File: config.mk
export PLATFORM = sky130hd
export DESIGN_NAME = lbfa_load_cell
export DESIGN_NICKNAME = d
export VERILOG_FILES = /design/src/rtl/core/lifetime_aware_best_fit_offset_alloc_macros.svh /design/src/rtl/core/lbfa_pkg.sv /design/src/rtl/core/lbfa_load_cell.sv
export SDC_FILE = /design/constraint.sdc
export NUM_CORES = 1
export LEC_CHECK = 0
export ABC_AREA = 1
export CORE_ASPECT_RATIO = 0.5
export CORE_MARGIN = 2
export CORE_UTILIZATION = 31
export CTS_CLUSTER_SIZE = 25
export DETAILED_ROUTE_END_ITERATION = 10
export DONT_BUFFER_PORTS = 1
export HOLD_SLACK_MARGIN = 0.05
export SLEW_MARGIN = 20
export SYNTH_ARGS = -nofsm -noshare
export SYNTH_HDL_FRONTEND = slang
export SYNTH_SLANG_ARGS = --single-unit
File: constraint.sdc
create_clock -name clock -period 3.23 [get_ports clock]
set_input_delay 0.323 -clock clock [delete_from_list [all_inputs] [get_ports clock]]
set_output_delay 0.323 -clock clock [all_outputs]
set_load 0.1 [all_outputs]
File: src/rtl/core/lifetime_aware_best_fit_offset_alloc_macros.svh
// ----------------------------------------------------------------------------
// Assertion macros for the best-fit offset allocator
// Short forms for the concurrent checks at the end of the top level.
// ----------------------------------------------------------------------------
`ifndef LIFETIME_AWARE_BEST_FIT_OFFSET_ALLOC_MACROS_SVH
`define LIFETIME_AWARE_BEST_FIT_OFFSET_ALLOC_MACROS_SVH

// A condition that must never be seen outside reset.
`define LBFA_ASSERT_NEVER(label, clk, rst, expr) \
   label: assert property (@(posedge clk) disable iff (rst) !(expr)) \
      else $error("lbfa check failed");

// A condition that implies another in the same cycle.
`define LBFA_ASSERT_IMPLY(label, clk, rst, ante, cons) \
   label: assert property (@(posedge clk) disable iff (rst) (ante) |-> (cons)) \
      else $error("lbfa check failed");

// A condition that implies another in the next cycle.
`define LBFA_ASSERT_NEXT(label, clk, rst, ante, cons) \
   label: assert property (@(posedge clk) disable iff (rst) (ante) |=> (cons)) \
      else $error("lbfa check failed");

`endif

File: src/rtl/core/lbfa_pkg.sv
// ----------------------------------------------------------------------------
// lbfa_pkg
// Shared constants, cell word types and cell operation codes.
// ----------------------------------------------------------------------------
package lbfa_pkg;

   localparam int MAX_BUFFERS = 64;
   localparam int POS_BITS    = 16;
   localparam int IDX_W       = $clog2(MAX_BUFFERS);
   localparam int CNT_W       = $clog2(MAX_BUFFERS + 1);
   localparam int BYTES_W     = 32;
   localparam int SIZE_W      = 33;
   localparam int OFS_W       = 39;
   localparam int ALIGN_W     = 17;
   localparam int BASE_W      = 40;
   localparam int ADDR_W      = 41;
   localparam int CSR_IDX_W   = 2;
   localparam int DIV_STEPS   = BYTES_W;
   localparam int STEP_W      = $clog2(DIV_STEPS);

   // Register indexes of the configuration port.
   localparam logic [CSR_IDX_W-1:0] CSR_ALIGNMENT    = CSR_IDX_W'(0);
   localparam logic [CSR_IDX_W-1:0] CSR_BASE_ADDRESS = CSR_IDX_W'(1);

   // Load ring cell operations.
   localparam logic [1:0] LOP_HOLD  = 2'd0;
   localparam logic [1:0] LOP_SHIFT = 2'd1;
   localparam logic [1:0] LOP_WRITE = 2'd2;
   localparam logic [1:0] LOP_MARK  = 2'd3;

   // Offset-sorted chain cell operations.
   localparam logic [1:0] SOP_HOLD   = 2'd0;
   localparam logic [1:0] SOP_SHIFT  = 2'd1;
   localparam logic [1:0] SOP_INSERT = 2'd2;
   localparam logic [1:0] SOP_CLEAR  = 2'd3;

   typedef struct packed {
      logic [SIZE_W-1:0]   size;
      logic [POS_BITS-1:0] life_begin;
      logic [POS_BITS-1:0] life_end;
      logic [OFS_W-1:0]    offset;
   } data_type;

   typedef struct packed {
      logic     flag;
      data_type data;
   } slot_type;

   typedef struct packed {
      logic [1:0] op;
      data_type   wr_data;
   } load_ctl_type;

   typedef struct packed {
      logic [1:0] op;
      data_type   new_data;
   } sort_ctl_type;

endpackage

File: src/rtl/core/lbfa_load_cell.sv
// ----------------------------------------------------------------------------
// lbfa_load_cell
// One cell of the load-order ring: a buffer's size, lifetime and offset.
// ----------------------------------------------------------------------------
module lbfa_load_cell import lbfa_pkg::*; (
   input  logic         clock,
   input  load_ctl_type ctl,
   input  slot_type     right_slot,
   output slot_type     slot
);

   slot_type slot_ff, slot_in;

   // The flag marks a buffer already placed in this set.
   always_comb begin
      slot_in = slot_ff;
      unique case (ctl.op)
         LOP_HOLD:  slot_in = slot_ff;
         LOP_SHIFT: slot_in = right_slot;
         LOP_WRITE: begin
            slot_in.flag = 1'b0;
            slot_in.data = ctl.wr_data;
         end
         LOP_MARK: begin
            slot_in.flag        = 1'b1;
            slot_in.data.offset = ctl.wr_data.offset;
         end
         default: slot_in = slot_ff;
      endcase
   end

   always_ff @(posedge clock) begin
      slot_ff <= slot_in;
   end

   assign slot = slot_ff;

endmodule

# == After elaboration in Yosys (flattened, before gate mapping) ==
# Index checks and enable logic that the tools add are counted.
# word_totals
reg_bits,105
inputBits,212
# classes
eq_ne,3
mux,3
n_reduce_logical,3
# ops
operator,n
65-bit case mux with 2 select lines,1
39-bit case mux with 2 select lines,1
2-bit == test (second input constant),2
1-bit case mux with 3 select lines,1
2-bit by 1-bit == test with 1-bit output (second input constant),1
2-bit logical NOT,1
2-bit nonzero test,1
2-bit OR reduction,1

# == Longest topological paths before layout ==
# depth
ltp_word,3
ltp_mapped,9

# == Least setup slack after synthesis ==
# OpenSTA, ideal clock, no wires.
# synth_timing
path_kind,input-to-reg
start,input ctl[104] (netlist name)
end,"register slot_ff, in the netlist slot[100], enable pin"
setup_ns,0.422
t_arrival_ns,1.921
required_time_ns,2.808
path_slack_ns,0.887
path_stages,2
path_buffers,0
path_cell_list,inv_1 > ha_1
# synth_between
elab_chain_cells,2
elab_cells_between_ends,3
cone_classes,eq/ne (2); reduce/logical (1)
# synth_lines
element,line,text
start: declaration,lbfa_load_cell.sv:7,"input load_ctl_type ctl,"
2-bit == test / 2-bit by 1-bit == test with 1-bit output (equally long branches),lbfa_load_cell.sv:17,unique case (ctl.op)
2-bit nonzero test (no source line) (*),--,
end signal: assignment,lbfa_load_cell.sv:33,slot_ff <= slot_in;
end: declaration,lbfa_load_cell.sv:12,"slot_type slot_ff, slot_in;"
# Every way passes the cells marked *; elsewhere a longest branch is shown, timed or not.
# A chain may end at the register's enable or synchronous reset.

# == Worst setup path after layout ==
# layout_timing
start,"register slot_ff, in the netlist slot[68]"
end,output slot[68] (netlist name)
# layout_lines
element,line,text
end: declaration,lbfa_load_cell.sv:9,output slot_type slot
# No word-level cell between the ends.

==> impl_metrics.env <==
export IMPL_pre_cts_ws_ns=1.37
export IMPL_start_util_pct=32.0
export IMPL_fmax_mhz=604
export IMPL_setup_viol=0
export IMPL_synth_cell_types=12
export IMPL_synth_seq_area_share_pct=67.5
export IMPL_antenna_cells=0
export IMPL_drt_iter0_drc=202
export IMPL_crit_fanout=1
export IMPL_detail_route_antenna_nets=0
export IMPL_design_core_area_sq_um=14600
export IMPL_power_density_nw_per_um2=870
export IMPL_dp_cells=628
export IMPL_clk_pin_slew_ns=0.07
export IMPL_fin_area_sq_um=5140
export IMPL_worstSetupPathType="flop to output port"
export IMPL_drc_errors=0
export IMPL_tns_ns=0
export IMPL_syn_nets=668
export IMPL_post_cts_setup_buffers=0
export IMPL_fin_crit_ns=1.66
export IMPL_synth_warnings=0
export IMPL_vias=2988
export IMPL_grt_max_degree=143
export IMPL_hp_class="input pin to flop"
export IMPL_grt_usage_pct=13.3
export IMPL_fin_cells=644
export IMPL_rsz0062_at_grt="no"
export IMPL_io_pins=317
export IMPL_drive_gt1_share_pct=4.93
export IMPL_grt_pass1_wl_um=16100
export IMPL_holdWs_ns=0.175
export IMPL_cp_data_arrival_time_ns=1.33
export IMPL_rows=31
export IMPL_startpoint_type="flop"
export IMPL_viasPerCell=4.64
export IMPL_grt_pass1_vias=2758
export IMPL_dp_hpwl_um=8540
export IMPL_drv_slew=0
export IMPL_clockBufferDepth=2
export IMPL_required_ns=2.91
export IMPL_slew_headroom_pct=35.4
export IMPL_placedInstanceArea_sq_um=4840
export IMPL_grt_overflow=0
export IMPL_port_buffers=0
export IMPL_ys_top_cells_by_area="edfxtp_1 (67%), nand2_1 (12%), o21ai_0 (11%)"
export IMPL_cts_buffers=9
export IMPL_max_cap_violations=0
export IMPL_antenna_found_initial=0
export IMPL_hold_violations=0
export IMPL_avgSynthCellArea_sq_um=10.3
export IMPL_nets=656
export IMPL_worstSetupEndpointType="output port"
export IMPL_cts_root_buf="clkbuf_16"
export IMPL_peakVddDrop_mv=0.248
export IMPL_wl_per_cell_um=17.7
export IMPL_ys_seq_elements=105
export IMPL_cts_hold_buf=0
export IMPL_syn_cell_area_sq_um=4670
export IMPL_yosysTopAreaCell="edfxtp_1"
export IMPL_worst_pin_slew_ns=0.971
export IMPL_fin_util_pct=35.2
export IMPL_cts_tree="yes"
export IMPL_firstDrtPassIters=4
export IMPL_cts_sinks=105
export IMPL_dieArea_sq_um=16100
export IMPL_ctsResizeCount=0
export IMPL_status="finished, final reports clean"
export IMPL_die_w_um=178
export IMPL_fp_dieH_um=90.8
export IMPL_synthCells=453
export IMPL_gp_congestion=0.898
export IMPL_p_total_mw=4.47
export IMPL_synth_top_area_share_pct=67.5
export IMPL_drt_total_wl_um=11400
export IMPL_cts_max_level=3
export IMPL_period_share_pct=51.3
export IMPL_worst_slack_ns=1.57
export IMPL_largest_reg_flops=105
export IMPL_fillers=1444
export IMPL_leakage_nw=2.08
export IMPL_syn_to_final_growth_pct=9.94
## placed cells by master, fill, tap and decap left out, drive strengths merged
| cell type | n |
|---|---|
| nor2 | 1 |
| inv | 69 |
| bufinv | 1 |
| nand2 | 144 |
| clkbuf | 9 |
| clkinv | 5 |
| o21ai | 105 |
| edfxtp | 105 |
| ha | 3 |
| buf | 4 |
## layout make-up
cell class	instances	area, sq um	share of cell area [%]
Inverter	68	255	4.97
Multi-Input combinational cell	253	1130	22.0
Clock buffer	9	225	4.38
Sequential cell	105	3150	61.4
Tap cell	198	248	4.82
Timing Repair Buffer	4	55.1	1.07
Clock inverter	7	70.1	1.36
## cell families (layout without fill, tap and decap cells)
kind of cell	count (synthesis)	after routing	synth area share, %
compound gates	105	105	11.2
simple gates	145	145	11.8
fa+ha+maj	3	3	0.804
flops	105	105	67.5
buf+inv	95	88	8.65
## cell usage after synthesis
| master | n |
|---|---|
| nand2_1 | 144 |
| inv_1 | 68 |
| nor2_4 | 1 |
| o21ai_1 | 1 |
| buf_4 | 1 |
| buf_2 | 10 |
| clkbuf_1 | 11 |
| o21ai_0 | 104 |
| buf_6 | 4 |
| edfxtp_1 | 105 |
| ha_1 | 3 |
| clkbuf_2 | 1 |
## path summary, 6_finish.rpt
kind | endpoint | cells after the start | start | slack [ns]
setup / recovery | slot[68] | 0 | slot[68] | 1.57
hold / removal | slot[14] | 2 | right_slot[14] | 0.17
## power by group
group | internal, mW | switching [mW] | total, mW
clock | 0.601 | 0.474 | 1.08
sequential | 1.74 | 1.44 | 3.18
combinational | 0.0633 | 0.150 | 0.213
total | 2.41 | 2.06 | 4.47
## metal layers
layer | wire [um] | global-route usage [%] | share of wire, %
met1 | 4530 | 16.3 | 40
met2 | 5810 | 22.1 | 51
met3 | 805 | 4.38 | 7.1
met4 | 258 | 4.58 | 2.3
met5 | 0 | 0 | 0
Power figures use the tool's default switching activity.
