File: src/rtl/core/lifetime_aware_best_fit_offset_alloc_macros.svh
// ----------------------------------------------------------------------------
// Assertion macros for the best-fit offset allocator
// Short forms for the concurrent checks at the end of the top level.
// ----------------------------------------------------------------------------
`ifndef LIFETIME_AWARE_BEST_FIT_OFFSET_ALLOC_MACROS_SVH
`define LIFETIME_AWARE_BEST_FIT_OFFSET_ALLOC_MACROS_SVH

// A condition that must never be seen outside reset.
`define LBFA_ASSERT_NEVER(label, clk, rst, expr) \
   label: assert property (@(posedge clk) disable iff (rst) !(expr)) \
      else $error("lbfa check failed");

// A condition that implies another in the same cycle.
`define LBFA_ASSERT_IMPLY(label, clk, rst, ante, cons) \
   label: assert property (@(posedge clk) disable iff (rst) (ante) |-> (cons)) \
      else $error("lbfa check failed");

// A condition that implies another in the next cycle.
`define LBFA_ASSERT_NEXT(label, clk, rst, ante, cons) \
   label: assert property (@(posedge clk) disable iff (rst) (ante) |=> (cons)) \
      else $error("lbfa check failed");

`endif

File: src/rtl/core/lbfa_pkg.sv
// ----------------------------------------------------------------------------
// lbfa_pkg
// Shared constants, cell word types and cell operation codes.
// ----------------------------------------------------------------------------
package lbfa_pkg;

   localparam int MAX_BUFFERS = 64;
   localparam int POS_BITS    = 16;
   localparam int IDX_W       = $clog2(MAX_BUFFERS);
   localparam int CNT_W       = $clog2(MAX_BUFFERS + 1);
   localparam int BYTES_W     = 32;
   localparam int SIZE_W      = 33;
   localparam int OFS_W       = 39;
   localparam int ALIGN_W     = 17;
   localparam int BASE_W      = 40;
   localparam int ADDR_W      = 41;
   localparam int CSR_IDX_W   = 2;
   localparam int DIV_STEPS   = BYTES_W;
   localparam int STEP_W      = $clog2(DIV_STEPS);

   // Register indexes of the configuration port.
   localparam logic [CSR_IDX_W-1:0] CSR_ALIGNMENT    = CSR_IDX_W'(0);
   localparam logic [CSR_IDX_W-1:0] CSR_BASE_ADDRESS = CSR_IDX_W'(1);

   // Load ring cell operations.
   localparam logic [1:0] LOP_HOLD  = 2'd0;
   localparam logic [1:0] LOP_SHIFT = 2'd1;
   localparam logic [1:0] LOP_WRITE = 2'd2;
   localparam logic [1:0] LOP_MARK  = 2'd3;

   // Offset-sorted chain cell operations.
   localparam logic [1:0] SOP_HOLD   = 2'd0;
   localparam logic [1:0] SOP_SHIFT  = 2'd1;
   localparam logic [1:0] SOP_INSERT = 2'd2;
   localparam logic [1:0] SOP_CLEAR  = 2'd3;

   typedef struct packed {
      logic [SIZE_W-1:0]   size;
      logic [POS_BITS-1:0] life_begin;
      logic [POS_BITS-1:0] life_end;
      logic [OFS_W-1:0]    offset;
   } data_type;

   typedef struct packed {
      logic     flag;
      data_type data;
   } slot_type;

   typedef struct packed {
      logic [1:0] op;
      data_type   wr_data;
   } load_ctl_type;

   typedef struct packed {
      logic [1:0] op;
      data_type   new_data;
   } sort_ctl_type;

endpackage

File: src/rtl/core/lbfa_round.sv
// ----------------------------------------------------------------------------
// lbfa_round
// Rounds a byte size up to the alignment with a bit-serial remainder unit.
// ----------------------------------------------------------------------------
module lbfa_round import lbfa_pkg::*; (
   input  logic               clock,
   input  logic               reset,
   input  logic               start,
   input  logic [BYTES_W-1:0] bytes,
   input  logic [ALIGN_W-1:0] align,
   output logic               done,
   output logic [SIZE_W-1:0]  aligned
);

   logic               busy_ff, busy_in;
   logic               done_ff, done_in;
   logic [STEP_W-1:0]  cnt_ff, cnt_in;
   logic [BYTES_W-1:0] bits_ff, bits_in;
   logic [BYTES_W-1:0] keep_ff, keep_in;
   logic [ALIGN_W:0]   rem_ff, rem_in;
   logic [ALIGN_W:0]   divisor;
   logic [ALIGN_W:0]   trial;

   // A zero alignment behaves as one.
   assign divisor = (align == '0) ? (ALIGN_W+1)'(1) : {1'b0, align};
   assign trial   = {rem_ff[ALIGN_W-1:0], bits_ff[BYTES_W-1]};

   // One quotient bit per cycle, most significant first.
   always_comb begin
      busy_in = busy_ff;
      done_in = 1'b0;
      cnt_in  = cnt_ff;
      bits_in = bits_ff;
      keep_in = keep_ff;
      rem_in  = rem_ff;
      if (start) begin
         busy_in = 1'b1;
         cnt_in  = '0;
         bits_in = bytes;
         keep_in = bytes;
         rem_in  = '0;
      end else if (busy_ff) begin
         rem_in  = (trial >= divisor) ? trial - divisor : trial;
         bits_in = {bits_ff[BYTES_W-2:0], 1'b0};
         cnt_in  = cnt_ff + STEP_W'(1);
         if (cnt_ff == STEP_W'(DIV_STEPS - 1)) begin
            busy_in = 1'b0;
            done_in = 1'b1;
         end
      end
   end

   always_ff @(posedge clock) begin
      if (reset) begin
         busy_ff <= 1'b0;
         done_ff <= 1'b0;
      end else begin
         busy_ff <= busy_in;
         done_ff <= done_in;
      end
   end

   always_ff @(posedge clock) begin
      cnt_ff  <= cnt_in;
      bits_ff <= bits_in;
      keep_ff <= keep_in;
      rem_ff  <= rem_in;
   end

   assign done    = done_ff;
   assign aligned = (rem_ff == '0) ? SIZE_W'(keep_ff)
                                   : SIZE_W'(keep_ff) + SIZE_W'(divisor) - SIZE_W'(rem_ff);

endmodule

File: config.mk
export PLATFORM = sky130hd
export DESIGN_NAME = lbfa_round
export DESIGN_NICKNAME = d
export VERILOG_FILES = /design/src/rtl/core/lifetime_aware_best_fit_offset_alloc_macros.svh /design/src/rtl/core/lbfa_pkg.sv /design/src/rtl/core/lbfa_round.sv
export SDC_FILE = /design/constraint.sdc
export NUM_CORES = 1
export LEC_CHECK = 0
export BUFFER_PORTS_ARGS = -buffer_cell sky130_fd_sc_hd__buf_2
export CAP_MARGIN = 20
export CELL_PAD_IN_SITES_DETAIL_PLACEMENT = 1
export CELL_PAD_IN_SITES_GLOBAL_PLACEMENT = 2
export CORE_ASPECT_RATIO = 2
export CORE_MARGIN = 5
export CORE_UTILIZATION = 40
export DETAILED_ROUTE_END_ITERATION = 8
export HOLD_SLACK_MARGIN = 0.05
export PLACE_DENSITY = 0.91
export SKIP_CTS_REPAIR_TIMING = 1
export SLEW_MARGIN = 0
export SYNTH_ARGS = -nofsm -noshare
export SYNTH_HDL_FRONTEND = slang
export SYNTH_SLANG_ARGS = --single-unit
File: constraint.sdc
create_clock -name clock -period 12.2 [get_ports clock]
set_clock_uncertainty 0.15 [all_clocks]
set_input_delay 2.44 -clock clock [delete_from_list [all_inputs] [get_ports clock]]
set_output_delay 2.44 -clock clock [all_outputs]
set_load 0.03 [all_outputs]
# After elaboration in Yosys (flattened, before gate mapping)
# Index checks and enable logic that the tools add are counted.
# classes
reduce_logical	4
n_mux	9
addsub	4
bitwise_logic	1
n_eq_ne	1
order_cmp	1
# ops
operator	count
$mux W32	2
$add A32 B17 Y33	1
$mux W33	1
$sub A33 B18 Y33	1
$ge A18 B17 Y1	1
$logic_not A18 Y1	1
$mux W18	1
$sub A18 B17 Y18	1
$logic_not A17 Y1	1
$mux W17	1
$add A5 B1 Y5 const B	1
$eq A5 B5 Y1 const B	1
$mux W1	4
$reduce_or A3 Y1	1
$reduce_bool A2 Y1	1
$not A1 Y1	1
# totals
output_inout_bits	34
inputBits	52
register_bits	89
word_cells	26

# Logic depth before layout (Yosys ltp)
# logic_depth
word_depth	5
depth_mapped	16
ltp_nobuf	16

# Worst setup path after synthesis
# Ideal clock, no wire load.
# synth_timing
path_type	input to output
startpoint	input align[4]
endpoint	output aligned[28]
t_arrival_ps	5901
slack_ps	3709
path_buffers	0
required_ps	9610
stages	16
cell_sequence	nor4_1 a41o_1 inv_1 ha_1 inv_1 ha_1 fa_1 a21o_2 a31oi_2 o211ai_2 a41oi_2 o21ai_2 and4_4 nand3b_1 xnor2_1 o21ai_0
# synth_via
elab_chain_cells	5
# synth_lines
item	line	rtl
start: declaration	lbfa_round.sv:10	input logic [ALIGN_W-1:0] align,
$logic_not A17 Y1	lbfa_round.sv:25	assign divisor = (align == '0) ? (ALIGN_W+1)'(1) : {1'b0, align};
$mux W17 *	lbfa_round.sv:25	
$add A32 B17 Y33 *	lbfa_round.sv:72	: SIZE_W'(keep_ff) + SIZE_W'(divisor) - SIZE_W'(rem_ff);
$sub A33 B18 Y33 *	lbfa_round.sv:72	
$mux W33 *	lbfa_round.sv:71	assign aligned = (rem_ff == '0) ? SIZE_W'(keep_ff)
end: declaration	lbfa_round.sv:12	output logic [SIZE_W-1:0] aligned
# Mark *: on every way between the ends. The rest lies on a longest branch, timed or not.

# Final worst setup path
# layout_timing
startpoint	input align[1]
endpoint	output aligned[30]
# The elaborated chain is that of the path after synthesis.

==> results.txt <==
The run finished with clean final reports. The tools report the total negative slack as 0 ns. Most used flip-flop cell after synthesis: edfxtp_1. Yosys mapped a number of flops with a built-in enable equal to 64. The worst-case reg-to-reg path depth works out to 11. Dividing the detail-routed via count by the number of cells gives 5.524.

The number of global-route vias before repair came out at 6095. Sorting the synthesized cells by area gives the leading types as edfxtp_1 (27%), ha_1 (9.4%), dfxtp_1 (7.1%). At the pin with the least slew margin, the transition time is 0.8759 ns.

The clock transition time at the flip-flop clock pins of the worst setup and hold paths was 0.06 ns; the data arrival time of the critical path was 6.70 ns. Along the worst path, the maximum fanout reaches 3. The post-detailed-routing wire length came out at 19.78 mm.

Max-cap violations in this run came to 0. In the final design database the tool counted 968 nets. Power spread over the standard cell area amounts to 158.6 mW/mm². In this run, CTS created clock tree buffers numbering 9. Buffers placed on the I/O ports in this run total 85. The average instance in the mapped netlist occupies 9.121 µm².

The first global-routing pass estimated 31.73 mm of wire. The tools report the startpoint class of the critical path as a primary input. The die covers 0.02064 mm². The tools report the nature of the critical path endpoint as an output pin.

The unique cell type count in the Yosys netlist was 73; the die height was 198.2 µm. Of all flip-flops after synthesis, the portion carrying an async set or reset was 0%. The total area inside the core boundary comes to 0.01761 mm². TritonCTS built the clock tree. The critical path in this run is classified as primary input to output pin. The cell count of the worst hold path is 2, and the sink count of the clock tree is 89. The worst hold path begins at cnt_ff[3]$_SDFFE_PP0P_. The tools report the worst setup path startpoint as align[1]. The run gives 0 as the initial antenna violation count. The root buffer cell chosen for the clock tree is clkbuf_16. The clock tree synthesis step divided the H-tree into 3 levels.

In this run the count of I/O pins placed on the die edge is 86. Setup repair after global routing left no endpoint under its margin. The fraction of the cycle the final worst path needs works out to 76.16%. The run gives 69 as the site row count. The post-synthesis cell count was 777. Routed wire length per instance: 18.63 µm. The horizontal die dimension came out at 104.1 µm.

The final setup violation count is 0. Cell accounting for the most synthesized area: edfxtp_1. The run gives 0 as the remaining routing DRC violations.

For this run, the total global-route usage over all layers was measured as 19.18%. The tools report the maximum root-to-sink buffer count as 2. The wire-length estimate of the detail-placed layout is 15.98 mm. After layout, the minimum clock period comes to 9.291 ns. The worst hold path belongs to the class flop to flop. Setup slack on the worst reg-to-reg path comes out at 8.85 ns. For the antenna cell count, the log shows 0. The largest net degree at the start of global routing was 63; the area growth from synthesis to layout was 12.64%. The tools report the count of antenna-violating nets left after detailed routing as 0.

Data required time of the critical path: 9.61 ns. The clock latency at the later pin of the worst-skew pair was 0.35 ns. During synthesis, Yosys emitted a total of 0 warnings.

Across all layers, the routed design uses 5867 vias. The congestion estimate from routability-driven global placement came to 0.8720. The worst-case headroom to the max-slew limit was 41.07%. The synthesized cell area was 0.007087 mm². inv_1 is the most common cell in the netlist. After global routing the overflow that remains totals 0. By count the netlist is led by inv_1 (89), nor2_1 (72), nand2_1 (67). For this configuration, the core starts out at a cell density of 40.24%. The first routing iteration left 219 violations. Synthesis inferred 89 register bits. The first-pass detailed-route iteration total was 5; the number of nets in the synthesized netlist was 900. The final max-slew violation count came out at 0. The worst-case IR drop observed on VDD is 0.1423 mV. The worst register-to-register path begins at bits_ff[31]$_DFFE_PP_. In the final layout, the share of cells above drive strength 1 is 18.26%. The worst hold endpoint was cnt_ff[3]$_SDFFE_PP0P_. The run gives 3.473 nW as the leakage power total.

The power consumption came out at 0.001266 W. For the final hold violation count, the log shows 0. The proportion of netlist area held by the largest area contributor was 27.12%. The endpoint identified for the worst register-to-register timing path is rem_ff[11]$_SDFFE_PP0P_.

Timing would allow up to 107.6 MHz. Sequential elements use 34.18% of the synthesized area.
==> cells in the final DEF, fill, tap and decap left out, drive strengths merged, types with 7 or more instances in the layout <==
| master | count |
|---|---|
| inv | 90 |
| buf | 90 |
| nor2 | 73 |
| nand2 | 67 |
| edfxtp | 64 |
| o21ai | 58 |
| ha | 53 |
| a21oi | 48 |
| mux2 | 33 |
| dfxtp | 25 |
| xor2 | 23 |
| xnor2 | 19 |
| a21o | 19 |
| fa | 18 |
| a211oi | 17 |
| nand3 | 15 |
| mux2i | 11 |
| nor2b | 10 |
| nor4 | 10 |
| clkbuf | 9 |
| o211ai | 8 |
| nor3 | 8 |
| a31oi | 7 |
==> registers in the layout, indices dropped and copies added, names as in the netlist <==
register / flops
cnt_ff: 5
keep_ff: 32
busy_ff: 1
done: 1
bits_ff: 32
rem_ff: 18
==> critical path, cell delays in order <==
cell and delay (ns):
buf_2 0.12, nor4_1 0.76, a41o_1 0.39, inv_1 0.06, ha_1 0.28, inv_1 0.04
ha_1 0.20, fa_1 0.41, a21o_2 0.26, a31oi_2 0.25, o21a_1 0.20, o21ai_1 0.11
a41oi_2 0.25, o21ai_1 0.19, a41oi_1 0.27, xor2_1 0.18, o21ai_1 0.07, buf_2 0.20
==> power breakdown <==
part	switching [W]	internal [W]	total, W
Clock	0.000113	0.000156	0.000269
Sequential	0.0000213	0.000354	0.000375
Combinational	0.000406	0.000215	0.000621
Total	0.000541	0.000725	0.00127
==> worst max-delay path by stage <==
stage                        endpoint  slack [ns]  cells after the start
final                     aligned[30]        2.91                     18
after global placement    aligned[30]        3.16                     18
after CTS                 aligned[30]        3.00                     18
after detailed placement  aligned[30]        3.04                     18
after floorplan           aligned[28]        3.71                     16
after global routing      aligned[30]        2.81                     18
==> metrics by stage <==
step	hold slack, ns	util [%]	setup WS (ns)	area, µm²	cells
floorplan	0.3174	-	3.709	7087	777
global placement	0.3306	43.56	3.164	7671	1046
detailed placement	0.3679	43.71	3.039	7699	1047
CTS	0.3837	45.33	3.005	7983	1062
global route	0.4115	45.33	2.809	7983	1062
finish	0.3757	45.33	2.909	7983	1062
==> logic make-up after synthesis <==
logic type	share of synthesized area, %
AO/OA/AOI/OAI	18.56
XOR/XNOR	5.191
adder cells (fa/ha/maj)	14.44
buffers and inverters	6.815
flip-flops	34.18
multiplexers	6.797
AND/OR/NAND/NOR	14.02
==> per-layer routing <==
layer | track usage (%) | routed length [µm]
met1 | 25.72 | 8973
met2 | 31.56 | 9583
met3 | 3.622 | 906
met4 | 5.620 | 316
met5 | 0 | 0
==> area by class of cell <==
cell class	instances	area (µm²)
tap	213	266.5
multi-input combinational	566	4190
timing repair buffer	90	485.5
clock inverter	6	58.81
fill	2118	9629
sequential	89	2422
inverter	89	334.1
clock buffer	9	225.2
Power figures use the tool's default switching activity.
