$ cat config.mk
export PLATFORM = sky130hd
export DESIGN_NAME = lbfa_sort_cell
export DESIGN_NICKNAME = d
export VERILOG_FILES = /design/src/rtl/core/lifetime_aware_best_fit_offset_alloc_macros.svh /design/src/rtl/core/lbfa_pkg.sv /design/src/rtl/core/lbfa_sort_cell.sv
export SDC_FILE = /design/constraint.sdc
export NUM_CORES = 1
export LEC_CHECK = 0
export ABC_AREA = 1
export ABC_CLOCK_PERIOD_IN_PS = 4200
export BUFFER_PORTS_ARGS = -buffer_cell sky130_fd_sc_hd__buf_2
export CORE_AREA = 2 2 166 168
export DETAILED_ROUTE_END_ITERATION = 10
export DIE_AREA = 0 0 168 170
export SYNTH_ARGS = -nofsm -noshare
export SYNTH_HDL_FRONTEND = slang
export SYNTH_SLANG_ARGS = --single-unit
export TNS_END_PERCENT = 10
$ cat constraint.sdc
create_clock -name clock -period 4.2 [get_ports clock]
set_input_delay 0.21 -clock clock [delete_from_list [all_inputs] [get_ports clock]]
set_output_delay 0.21 -clock clock [all_outputs]
set_load 0.05 [all_outputs]
$ cat src/rtl/core/lifetime_aware_best_fit_offset_alloc_macros.svh
// ----------------------------------------------------------------------------
// Assertion macros for the best-fit offset allocator
// Short forms for the concurrent checks at the end of the top level.
// ----------------------------------------------------------------------------
`ifndef LIFETIME_AWARE_BEST_FIT_OFFSET_ALLOC_MACROS_SVH
`define LIFETIME_AWARE_BEST_FIT_OFFSET_ALLOC_MACROS_SVH

// A condition that must never be seen outside reset.
`define LBFA_ASSERT_NEVER(label, clk, rst, expr) \
   label: assert property (@(posedge clk) disable iff (rst) !(expr)) \
      else $error("lbfa check failed");

// A condition that implies another in the same cycle.
`define LBFA_ASSERT_IMPLY(label, clk, rst, ante, cons) \
   label: assert property (@(posedge clk) disable iff (rst) (ante) |-> (cons)) \
      else $error("lbfa check failed");

// A condition that implies another in the next cycle.
`define LBFA_ASSERT_NEXT(label, clk, rst, ante, cons) \
   label: assert property (@(posedge clk) disable iff (rst) (ante) |=> (cons)) \
      else $error("lbfa check failed");

`endif

$ cat src/rtl/core/lbfa_pkg.sv
// ----------------------------------------------------------------------------
// lbfa_pkg
// Shared constants, cell word types and cell operation codes.
// ----------------------------------------------------------------------------
package lbfa_pkg;

   localparam int MAX_BUFFERS = 64;
   localparam int POS_BITS    = 16;
   localparam int IDX_W       = $clog2(MAX_BUFFERS);
   localparam int CNT_W       = $clog2(MAX_BUFFERS + 1);
   localparam int BYTES_W     = 32;
   localparam int SIZE_W      = 33;
   localparam int OFS_W       = 39;
   localparam int ALIGN_W     = 17;
   localparam int BASE_W      = 40;
   localparam int ADDR_W      = 41;
   localparam int CSR_IDX_W   = 2;
   localparam int DIV_STEPS   = BYTES_W;
   localparam int STEP_W      = $clog2(DIV_STEPS);

   // Register indexes of the configuration port.
   localparam logic [CSR_IDX_W-1:0] CSR_ALIGNMENT    = CSR_IDX_W'(0);
   localparam logic [CSR_IDX_W-1:0] CSR_BASE_ADDRESS = CSR_IDX_W'(1);

   // Load ring cell operations.
   localparam logic [1:0] LOP_HOLD  = 2'd0;
   localparam logic [1:0] LOP_SHIFT = 2'd1;
   localparam logic [1:0] LOP_WRITE = 2'd2;
   localparam logic [1:0] LOP_MARK  = 2'd3;

   // Offset-sorted chain cell operations.
   localparam logic [1:0] SOP_HOLD   = 2'd0;
   localparam logic [1:0] SOP_SHIFT  = 2'd1;
   localparam logic [1:0] SOP_INSERT = 2'd2;
   localparam logic [1:0] SOP_CLEAR  = 2'd3;

   typedef struct packed {
      logic [SIZE_W-1:0]   size;
      logic [POS_BITS-1:0] life_begin;
      logic [POS_BITS-1:0] life_end;
      logic [OFS_W-1:0]    offset;
   } data_type;

   typedef struct packed {
      logic     flag;
      data_type data;
   } slot_type;

   typedef struct packed {
      logic [1:0] op;
      data_type   wr_data;
   } load_ctl_type;

   typedef struct packed {
      logic [1:0] op;
      data_type   new_data;
   } sort_ctl_type;

endpackage

$ cat src/rtl/core/lbfa_sort_cell.sv
// ----------------------------------------------------------------------------
// lbfa_sort_cell
// One cell of the chain of placed buffers kept in ascending offset order.
// ----------------------------------------------------------------------------
module lbfa_sort_cell import lbfa_pkg::*; (
   input  logic         clock,
   input  logic         reset,
   input  sort_ctl_type ctl,
   input  slot_type     left_slot,
   input  logic         left_ge,
   input  slot_type     right_slot,
   output slot_type     slot,
   output logic         ge
);

   logic     valid_ff, valid_in;
   data_type data_ff, data_in;

   // An empty cell, or one at or above the new offset, yields its place.
   assign ge = !valid_ff || (data_ff.offset >= ctl.new_data.offset);

   always_comb begin
      valid_in = valid_ff;
      data_in  = data_ff;
      unique case (ctl.op)
         SOP_HOLD: begin
            valid_in = valid_ff;
         end
         SOP_SHIFT: begin
            valid_in = right_slot.flag;
            data_in  = right_slot.data;
         end
         SOP_INSERT: begin
            if (left_ge) begin
               valid_in = left_slot.flag;
               data_in  = left_slot.data;
            end else if (ge) begin
               valid_in = 1'b1;
               data_in  = ctl.new_data;
            end
         end
         SOP_CLEAR: begin
            valid_in = 1'b0;
         end
         default: valid_in = valid_ff;
      endcase
   end

   always_ff @(posedge clock) begin
      if (reset) begin
         valid_ff <= 1'b0;
      end else begin
         valid_ff <= valid_in;
      end
   end

   always_ff @(posedge clock) begin
      data_ff <= data_in;
   end

   assign slot = '{flag: valid_ff, data: data_ff};

endmodule

[Word level (Yosys, flattened, before mapping)]
Cells that the tools add are included.
Word-level totals
  RAM bits: 0
  bits in latches: 0
  memory bits (read-only): 0
  logic and storage cells: 23
  register bits: 105
  output and inout port bits: 106
  memories kept: 0
Operators by class
  equal/unequal tests: 4
  $mul: 0
  bitwise gates (word level): 1
  add/sub/neg operators: 0
  divide/modulo/power cells: 0
  muxes and demuxes: 6
  magnitude comparators: 1
  shift operators: 0
  reduce and logical (&&, ||, !) cells: 6
Operators by type and width (number)
  $mux W104: 2
  $pmux W104 S2: 1
  $ge A39 B39 Y1: 1
  $eq A2 B2 Y1 const B: 2
  $reduce_and A2 Y1: 2
  $ne A3 B3 Y1 const B: 1
  $pmux W1 S3: 1
  $eq A2 B1 Y1 const B: 1
  $logic_not A2 Y1: 1
  $mux W1: 2
  $reduce_bool A2 Y1: 1
  $logic_not A1 Y1: 1
  $logic_or A1 B1 Y1: 1
  $not A1 Y1: 1

[Longest topological paths before layout]
Gate-level depths: netlist of the first run.
  depth after elaboration: 5
  gate-level depth with buffers: 16
  gate-level depth less buffers: 16

[Least setup slack after synthesis of the first run]
No wires, ideal clock.
  path kind: register to register
  from: register data_ff, in the netlist slot[30]
  to: register data_ff, in the netlist slot[0], enable pin
  setup time: 0.499 ns
  arrival: 4.497 ns
  path buffers: 0
  path slack: -0.797 ns
  period minus slack after synthesis: 4.997 ns
  cell stages (with the launch flop): 11
  required time: 3.701 ns
  path through: edfxtp_1 -> ha_1 -> nand2_1 -> nor2_2 -> and2_4 -> nand4_1 -> nor2_2 -> nor2_2 -> nand4_4 -> nand2_1 -> a21oi_2
Between the ends
  longest elaborated chain between the ends: 4
RTL lines
  from (decl): RTL line lbfa_sort_cell.sv:17  | data_type data_ff, data_in;
  from (signal assigned): RTL line lbfa_sort_cell.sv:58  | data_ff <= data_in;
  $ge A39 B39 Y1: RTL line lbfa_sort_cell.sv:20  | assign ge = !valid_ff || (data_ff.offset >= ctl.new_data.offset);
  $logic_or A1 B1 Y1: RTL line lbfa_sort_cell.sv:20
  $ne A3 B3 Y1 (no line)
  $reduce_and A2 Y1 (no line)
Every way passes these cells.
A chain may end at the register's enable or synchronous reset.

[Worst setup path in the final report of the first run]
  from: register data_ff, in the netlist slot[38]
  to: register data_ff, in the netlist slot[53], enable pin
Same word-level chain as after synthesis.

==> flow_summary.rst, run 1 <==
.. list-table::
   :header-rows: 1

   * - Metric
     - Value
   * - Sink Count
     - 105
   * - Total track usage
     - 0.1492
   * - Startpoint of the worst setup timing path
     - slot[38]
   * - Count of buffers inserted at the top-level ports
     - 424
   * - Signal arrival time at the worst endpoint
     - 2.81 ns
   * - Worst slew margin relative to its limit
     - 0.2357
   * - Setup crit end kind
     - flop
   * - Total nets after synthesis
     - 1131
   * - Worst Setup Path Type
     - flop to flop
   * - Net total in the final layout
     - 1524
   * - Cts repair resizes
     - 0
   * - Post-route setup TNS
     - 0 ns
   * - Pins Over Slew Limit
     - 0
   * - Clock period minus final worst setup slack
     - 2.834 ns
   * - TritonCTS clock tree
     - yes
   * - Sequential area share after synthesis
     - 0.4903
   * - Count of routing violations after the opening detailed-route iteration
     - 305
   * - H-tree lvl count
     - 3
   * - Total of hold buffers inserted after clock tree synthesis
     - 0
   * - WL final
     - 22280 um
   * - R2R Setup Slk
     - 1.37 ns
   * - Slew at the pin with the worst max-slew slack
     - 1.147 ns
   * - Count of max-cap constraint violations
     - 0
   * - Area of the mapped netlist
     - 6410 um2
   * - Worst-path maximum fanout
     - 59
   * - Sum of overflow across all layers after global routing
     - 0
   * - Number of hold violations in the final report
     - 0
   * - Cell types with the highest counts after synthesis
     - nand2_1 (265), nor2_1 (116), a31oi_1 (104), edfxtp_1 (104), inv_1 (56)
   * - Ordered list of cells on the worst path
     - ha_1, nand2_1, nor2_1, nand2_1, nor2_1, nand2_1, nor2_2, nor2_2, nand4_4, nand2_1, a21oi_4, buf_4
   * - Period Utilization, post-route
     - 0.6748
   * - Leakage power summed over all cells
     - 4.455 nW
   * - WL/cell
     - 14.73 um
   * - Path depth of the worst reg2reg path
     - 12
   * - Number of standard cells in the layout, taps in and fillers out
     - 1513
   * - Number of antenna violations at the first check in global routing
     - 2
   * - Clock root cell
     - clkbuf_16
   * - Area added between synthesis and finish
     - 41.71%
   * - Pin count of the biggest net entering global routing
     - 210
   * - Number of placed cells counting well taps
     - 1496
   * - Maximum achievable frequency
     - 0.3528 GHz
   * - Crit Reg-Reg Endpoint
     - slot[53]
   * - Startpoint type of the worst setup path
     - flop
   * - Most used flip-flop cell after synthesis
     - edfxtp_1
   * - Worst setup path endpoint
     - slot[53]
   * - Result of the run
     - completed
   * - Peak supply drop
     - 0.1271 mV
   * - Cell type with the largest total area after synthesis
     - edfxtp_1
   * - Count of vias placed by the detailed router
     - 6731
   * - Estimated wirelength of the detail-placed design
     - 17350 um
   * - RSZ-0062 raised after global routing
     - false
   * - Crit path buffers/inverters
     - 1
   * - Number of flops mapped to enable cells by yosys
     - 104
   * - Fillcell total
     - 2845
   * - Clock input transition at the sequential cells of the worst setup and hold paths
     - 0.08 ns
   * - Critical Path RT
     - 4.18 ns
   * - Fraction of final layout cells with drive strength greater than 1
     - 0.3945
   * - Die boundary width
     - 168 um
   * - Number of detailed-route iterations in the first pass
     - 4
   * - Worst min path class
     - input pin to flop
   * - Cell count after synthesis
     - 773
   * - Most used cell, CP
     - nand2_1
   * - Number of global-route vias before repair
     - 6290
   * - Number of warnings printed during yosys synthesis
     - 0
   * - Global placement routability congestion
     - 0.8370
   * - R2R Path Start
     - slot[38]
   * - Delay-heaviest family, CP
     - simple AND/OR/NAND/NOR gates
   * - Vertical die dimension
     - 170 um
   * - Max clock buf depth
     - 2
   * - Core footprint
     - 26650 um2
   * - Number of logic stages on the critical path including buffering
     - 12
   * - Slowest CP cell
     - buf_4
   * - Std cell rows
     - 60
   * - Number of synthesized register bits
     - 105
   * - Post-synthesis cell type count
     - 25
   * - Starting density of the core
     - 0.2405
   * - Setup fix buffers added after clock tree synthesis
     - 0
   * - Cell with the most instances after synthesis
     - nand2_1
   * - Largest stage delay on the critical path
     - 0.62 ns
   * - Inserted Clock Buffers
     - 9
   * - Insertion delay to the later sink of the worst-skew pair
     - 0.35 ns
   * - Post-Synthesis Mean Instance Area
     - 8.292 um2
   * - Yosys top cell area share
     - 0.4872
   * - Power per cell area
     - 341.7 nW/um2
   * - Final count of negative-setup-slack endpoints
     - 0
   * - Proportion of register bits with asynchronous set or reset after synthesis
     - 0
   * - I/O pins
     - 425
   * - Worst clock skew
     - 0.01239 ns
   * - Via-per-instance ratio
     - 4.449
   * - Post-DRT Antenna Nets
     - 0
   * - Synth area leaders
     - edfxtp_1 (49%), nand2_1 (16%), a31oi_1 (10%), ha_1 (7.6%), nor2_1 (6.8%)
   * - DRC errors left
     - 0
   * - Global-route wire length before repair
     - 33150 um
   * - Area enclosed by the die boundary
     - 28560 um2
cells in the final DEF (no fill, tap or decap), types with 2 or more instances in the layout:
cell type | synthesis | layout
a21o_1 | 2 | 2
a21oi_1 | 14 | 14
a31oi_1 | 104 | 104
buf_2 | 28 | 423
buf_4 | 4 | 5
clkbuf_16 | 0 | 9
edfxtp_1 | 104 | 104
ha_1 | 39 | 39
inv_1 | 56 | 56
inv_6 | 0 | 2
nand2_1 | 265 | 265
nand2_2 | 3 | 3
nand3_1 | 3 | 3
nand4_1 | 2 | 2
nor2_1 | 116 | 115
nor2_2 | 6 | 6
nor2_4 | 1 | 2
area by class of cell:
cell class / instances / area [um2] / share of cell area
diodes: 1 / 2.502 / 0.0002755
clock buffers: 9 / 225.2 / 0.02479
clock inverters: 7 / 53.80 / 0.005923
inverters: 58 / 220.2 / 0.02424
multi-input cells: 563 / 2838 / 0.3124
flip-flops and latches: 105 / 3143 / 0.3460
well taps: 341 / 426.7 / 0.04697
repair buffers: 429 / 2175 / 0.2394
metrics by stage:
stage                     setup WS [ns]  power, mW  utilization  hold WS (ns)  cell area, um2
after global placement            1.424      2.307       0.3303        0.4769            8802
after detailed placement          1.338      2.319       0.3303        0.4942            8802
final                             1.366      3.104       0.3408        0.1295            9084
after global routing              1.156      3.269       0.3408        0.1220            9081
after floorplan                  0.3132      1.972            -        0.3538            6417
after CTS                         1.322      3.157       0.3408        0.1114            9081
worst min-delay path by stage:
| stage | from | end | slack, ns | cells after the start |
|---|---|---|---|---|
| after floorplan | reset | valid_ff | 0.35 | 3 |
| after global placement | reset | valid_ff | 0.48 | 4 |
| after detailed placement | reset | valid_ff | 0.49 | 4 |
| after CTS | reset | valid_ff | 0.11 | 4 |
| after global routing | reset | valid_ff | 0.12 | 4 |
| final | reset | valid_ff | 0.13 | 4 |
routing by layer:
layer / part of all wire / track usage / vias to the layer above
met5: 0.00049 / 0 / -
met4: 0.011 / 0.03440 / 2
met3: 0.065 / 0.03558 / 13
met2: 0.51 / 0.2670 / 274
met1: 0.42 / 0.1814 / 3050
li1: - / - / 3392
cells by family (layout without fill, tap and decap cells):
kind of cell	after synthesis	in the layout	share of synthesized area
and+or+nand+nor	400	400	0.2448
AOI/OAI and AO/OA	124	124	0.1195
DFF	105	105	0.4903
buffers and inverters	105	503	0.06929
adders and majority gates	39	39	0.07613
other	0	1	0
state kept, by name, indices dropped and copies added (netlist names):
signal and flops:
slot 104, valid_ff 1
worst min-delay path, cell delays in order:
cell and delay (ns):
buf_2 0.09, inv_1 0.05, nand2_1 0.06, nor2_1 0.03
report_power, final:
part	internal, mW	switching (mW)
clock network	0.410	0.409
registers	1.28	0.0344
logic	0.292	0.683
total	1.98	1.13
Note: power is estimated with default switching activity, not from simulation.
==> run 2, diff against run 1 <==
--- a/config.mk
+++ b/config.mk
@@ -5,12 +5,12 @@
 export SDC_FILE = /design/constraint.sdc
 export NUM_CORES = 1
 export LEC_CHECK = 0
-export ABC_AREA = 1
-export ABC_CLOCK_PERIOD_IN_PS = 4200
+export ABC_AREA = 0
+export ABC_CLOCK_PERIOD_IN_PS = 2500
 export BUFFER_PORTS_ARGS = -buffer_cell sky130_fd_sc_hd__buf_2
-export CORE_AREA = 2 2 166 168
+export CORE_AREA = 2 2 165 167
 export DETAILED_ROUTE_END_ITERATION = 10
-export DIE_AREA = 0 0 168 170
+export DIE_AREA = 0 0 167 169
 export SYNTH_ARGS = -nofsm -noshare
 export SYNTH_HDL_FRONTEND = slang
 export SYNTH_SLANG_ARGS = --single-unit
==> constraint.sdc (replaced) <==
create_clock -name clock -period 2.5 [get_ports clock]
set_input_delay 0.125 -clock clock [delete_from_list [all_inputs] [get_ports clock]]
set_output_delay 0.125 -clock clock [all_outputs]
set_load 0.05 [all_outputs]
==> run 2 against run 1 <==
Compared with the run above:
- critical path depth shrank 3
- largest power group unchanged
- synthesized cell count is 22% lower
- critical path type unchanged
- power grew 80%
- combinational power grew 89%
- sequential power increased by 69%
- count of clock-buffer cells in the layout unchanged
- die area decreased by 1.2%
- core utilization is 2.5 points higher
- clock power is 86% higher
==> flow_summary.rst, run 2 <==
.. list-table::
   :header-rows: 1

   * - Metric
     - Value
   * - Result of the run
     - completed
   * - Std cell rows
     - 60
   * - Post-DRT Antenna Nets
     - 0
   * - Post-Synthesis Mean Instance Area
     - 10.47 um2
   * - Cell internal power dissipation
     - 3.597 mW
   * - Insertion delay to the later sink of the worst-skew pair
     - 0.35 ns
   * - Startpoint type of the worst setup path
     - flop
   * - Worst min path class
     - input pin to flop
   * - Global placement routability congestion
     - 0.8939
   * - Non-Filler Cell Area, Final
     - 9687 um2
   * - Worst-path maximum fanout
     - 20
   * - Number of flops mapped to enable cells by yosys
     - 104
   * - Total track usage
     - 0.1577
   * - End-of-flow core utilization
     - 0.3655
   * - Most frequent cells in the layout
     - buf_2 (422), nand2_1 (113), mux2i_1 (104), edfxtp_1 (104), o21ai_1 (75)
   * - H-tree lvl count
     - 3
   * - Global-route wire length before repair
     - 33400 um
   * - RSZ-0062 raised after global routing
     - true
   * - I/O pins
     - 425
   * - TritonCTS clock tree
     - yes
   * - Max clock buf depth
     - 2
   * - Clock period minus final worst setup slack
     - 2.447 ns
   * - Sum of overflow across all layers after global routing
     - 0
   * - Sw power
     - 1.981 mW
   * - Signal arrival time at the worst endpoint
     - 2.56 ns
   * - Total nets after synthesis
     - 962
   * - Sink Count
     - 105
   * - Die boundary width
     - 167 um
   * - Inserted Clock Buffers
     - 9
   * - Via-per-instance ratio
     - 4.375
   * - Leakage power summed over all cells
     - 4.863 nW
   * - Crit path buffers/inverters
     - 2
   * - Placed cell area
     - 9027 um2
   * - Peak supply drop
     - 0.2643 mV
   * - Number of hold violations in the final report
     - 0
   * - Synth area leaders
     - edfxtp_1 (49%), mux2i_1 (16%), ha_1 (7.7%), nand2_1 (6.7%), o21ai_1 (6.0%)
   * - Estimated wirelength of the detail-placed design
     - 18800 um
   * - Power per cell area
     - 575.8 nW/um2
   * - Number of warnings printed during yosys synthesis
     - 0
   * - Cell count after synthesis
     - 604
   * - Count of max-cap constraint violations
     - 0
   * - Slew at the pin with the worst max-slew slack
     - 0.4446 ns
   * - Delay-heaviest family, CP
     - compound AO/OA/AOI/OAI gates
   * - Most used cell, CP
     - buf_12
   * - Ordered list of cells on the worst path
     - ha_4, a211oi_2, nor2_2, a2111oi_4, o31ai_4, a221oi_4, o21ai_4, buf_12, buf_12
   * - Number of detailed-route iterations in the first pass
     - 6
   * - Share of total power in sequential cells
     - 0.397
   * - Count of routing violations after the opening detailed-route iteration
     - 232
   * - Fraction of final layout cells with drive strength greater than 1
     - 0.4751
   * - Total power after layout
     - 5.578 mW
   * - Pin count of the biggest net entering global routing
     - 107
   * - Count of vias placed by the detailed router
     - 6064
   * - Combinational share of power
     - 0.330
   * - Worst Setup Path Type
     - flop to flop
   * - Slowest CP cell
     - edfxtp_1
   * - Period Utilization, post-route
     - 0.9787
   * - Setup crit end kind
     - flop
   * - Post-synthesis cell type count
     - 30
   * - WL final
     - 23270 um
   * - Count of buffers inserted at the top-level ports
     - 424
   * - Proportion of register bits with asynchronous set or reset after synthesis
     - 0
   * - Final count of negative-setup-slack endpoints
     - 0
   * - Area enclosed by the die boundary
     - 28220 um2
   * - Pins Over Slew Limit
     - 0
   * - Cell types with the highest counts after synthesis
     - nand2_1 (113), edfxtp_1 (104), mux2i_1 (104), o21ai_1 (76), inv_1 (41)
   * - Core footprint
     - 26500 um2
   * - Worst slew margin relative to its limit
     - 0.7036
   * - Starting density of the core
     - 0.2386
   * - Maximum achievable frequency
     - 0.4087 GHz
   * - Area of the mapped netlist
     - 6322 um2
   * - Sequential area share after synthesis
     - 0.4971
   * - Clock root cell
     - clkbuf_16
   * - Clock input transition at the sequential cells of the worst setup and hold paths
     - 0.08 ns
   * - Flip-flop count of the largest register, all copies and words added
     - 104
   * - Yosys top cell area share
     - 0.4940
   * - Final hold slack
     - 0.04041 ns
   * - Worst clock skew
     - 0.01112 ns
   * - Number of antenna violations at the first check in global routing
     - 2
   * - Largest stage delay on the critical path
     - 0.43 ns
   * - WL/cell
     - 16.79 um
   * - Fillcell total
     - 2710
   * - Most used flip-flop cell after synthesis
     - edfxtp_1
   * - Switching fraction of total power
     - 0.3552
   * - Net total in the final layout
     - 1397
   * - Most common cell after layout, fill and taps aside
     - buf_2
   * - Cell with the most instances after synthesis
     - nand2_1
   * - Cell type with the largest total area after synthesis
     - edfxtp_1
   * - Vertical die dimension
     - 169 um
   * - Area added between synthesis and finish
     - 53.22%
   * - DRC errors left
     - 0
   * - Portion of total power attributed to the clock network
     - 0.273
   * - Number of synthesized register bits
     - 105
   * - Number of global-route vias before repair
     - 5858
   * - Critical Path RT
     - 2.61 ns
## run 2: changes by cell type after synthesis, moves of 4 or more
cell / change
a31oi_1: -104
clkbuf_1: -6
inv_1: -15
mux2i_1: +104
nand2_1: -152
nand4_1: +6
nor2_1: -109
nor2_2: -6
nor4_1: +4
o21ai_0: +37
o21ai_1: +75
## run 2: layer usage
layer / wire (um) / global-route usage
met1: 9265 / 0.1850
met3: 1581 / 0.03086
met2: 11920 / 0.2904
met5: 0 / 0
met4: 503 / 0.04723
## run 2: layout make-up
class / instances / area, um2 / share of cell area
repair buffers: 460 / 2621 / 0.2706
flip-flops and latches: 105 / 3143 / 0.3245
well taps: 341 / 426.7 / 0.04405
inverters: 41 / 156.4 / 0.01615
diodes: 1 / 2.502 / 0.0002583
clock buffers: 9 / 225.2 / 0.02325
clock inverters: 7 / 88.84 / 0.009171
multi-input cells: 422 / 3023 / 0.3121
## run 2: path summary, 6_finish.rpt
path,start,to,slack (ns),depth (start not counted)
max,slot[12],slot[97],0.05,9
max reg2reg,slot[12],slot[97],0.05,9
min reg2reg,valid_ff,valid_ff,0.83,3
min,right_slot[87],slot[87],0.04,3
## run 2: worst min-delay path, delay by kind of cell
| family | cells | cell delay (ns) |
|---|---|---|
| simple gates | 1 | 0.03 |
| compound gates | 1 | 0.05 |
| buf+inv | 1 | 0.07 |
## run 2: cell families (layout without fill, tap and decap cells)
group	Yosys count	count (layout)	synth area share
compound gates	137	137	0.1166
mux	104	104	0.1647
other cells	0	1	0
buf+inv	77	517	0.05185
flops	105	105	0.4971
simple gates	142	142	0.09262
fa+ha+maj	39	39	0.07718
## run 2: what timing repair did
item | 4_1_cts | 5_1_grt
hold buffers | 1 | 0
gates cloned | 3 | 1
setup endpoints to repair | 105 | 105
hold endpoints to repair | 1 | 0
gates resized for setup | 20 | 8
pin swaps | 5 | 4
setup buffers | 3 | 2
## run 2: stage by stage
| step | std cells | setup TNS [ns] | worst slack [ns] |
|---|---|---|---|
| floorplan | 604 | -131.65 | -1.266 |
| global placement | 1360 | -3.110 | -0.04604 |
| detailed placement | 1360 | -9.075 | -0.1051 |
| CTS | 1382 | -0.7310 | -0.01925 |
| global route | 1386 | -5.504 | -0.07154 |
| finish | 1386 | 0 | 0.05334 |
## run 2: power groups by stage
| stage | Combinational [mW] | Sequential [mW] | Clock (mW) |
|---|---|---|---|
| floorplan | 0.498 | 2.83 | 0 |
| global placement | 1.74 | 2.24 | 0 |
| detailed placement | 1.75 | 2.25 | 0 |
| CTS | 1.84 | 2.22 | 1.61 |
| global route | 1.99 | 2.23 | 1.65 |
| finish | 1.84 | 2.21 | 1.52 |
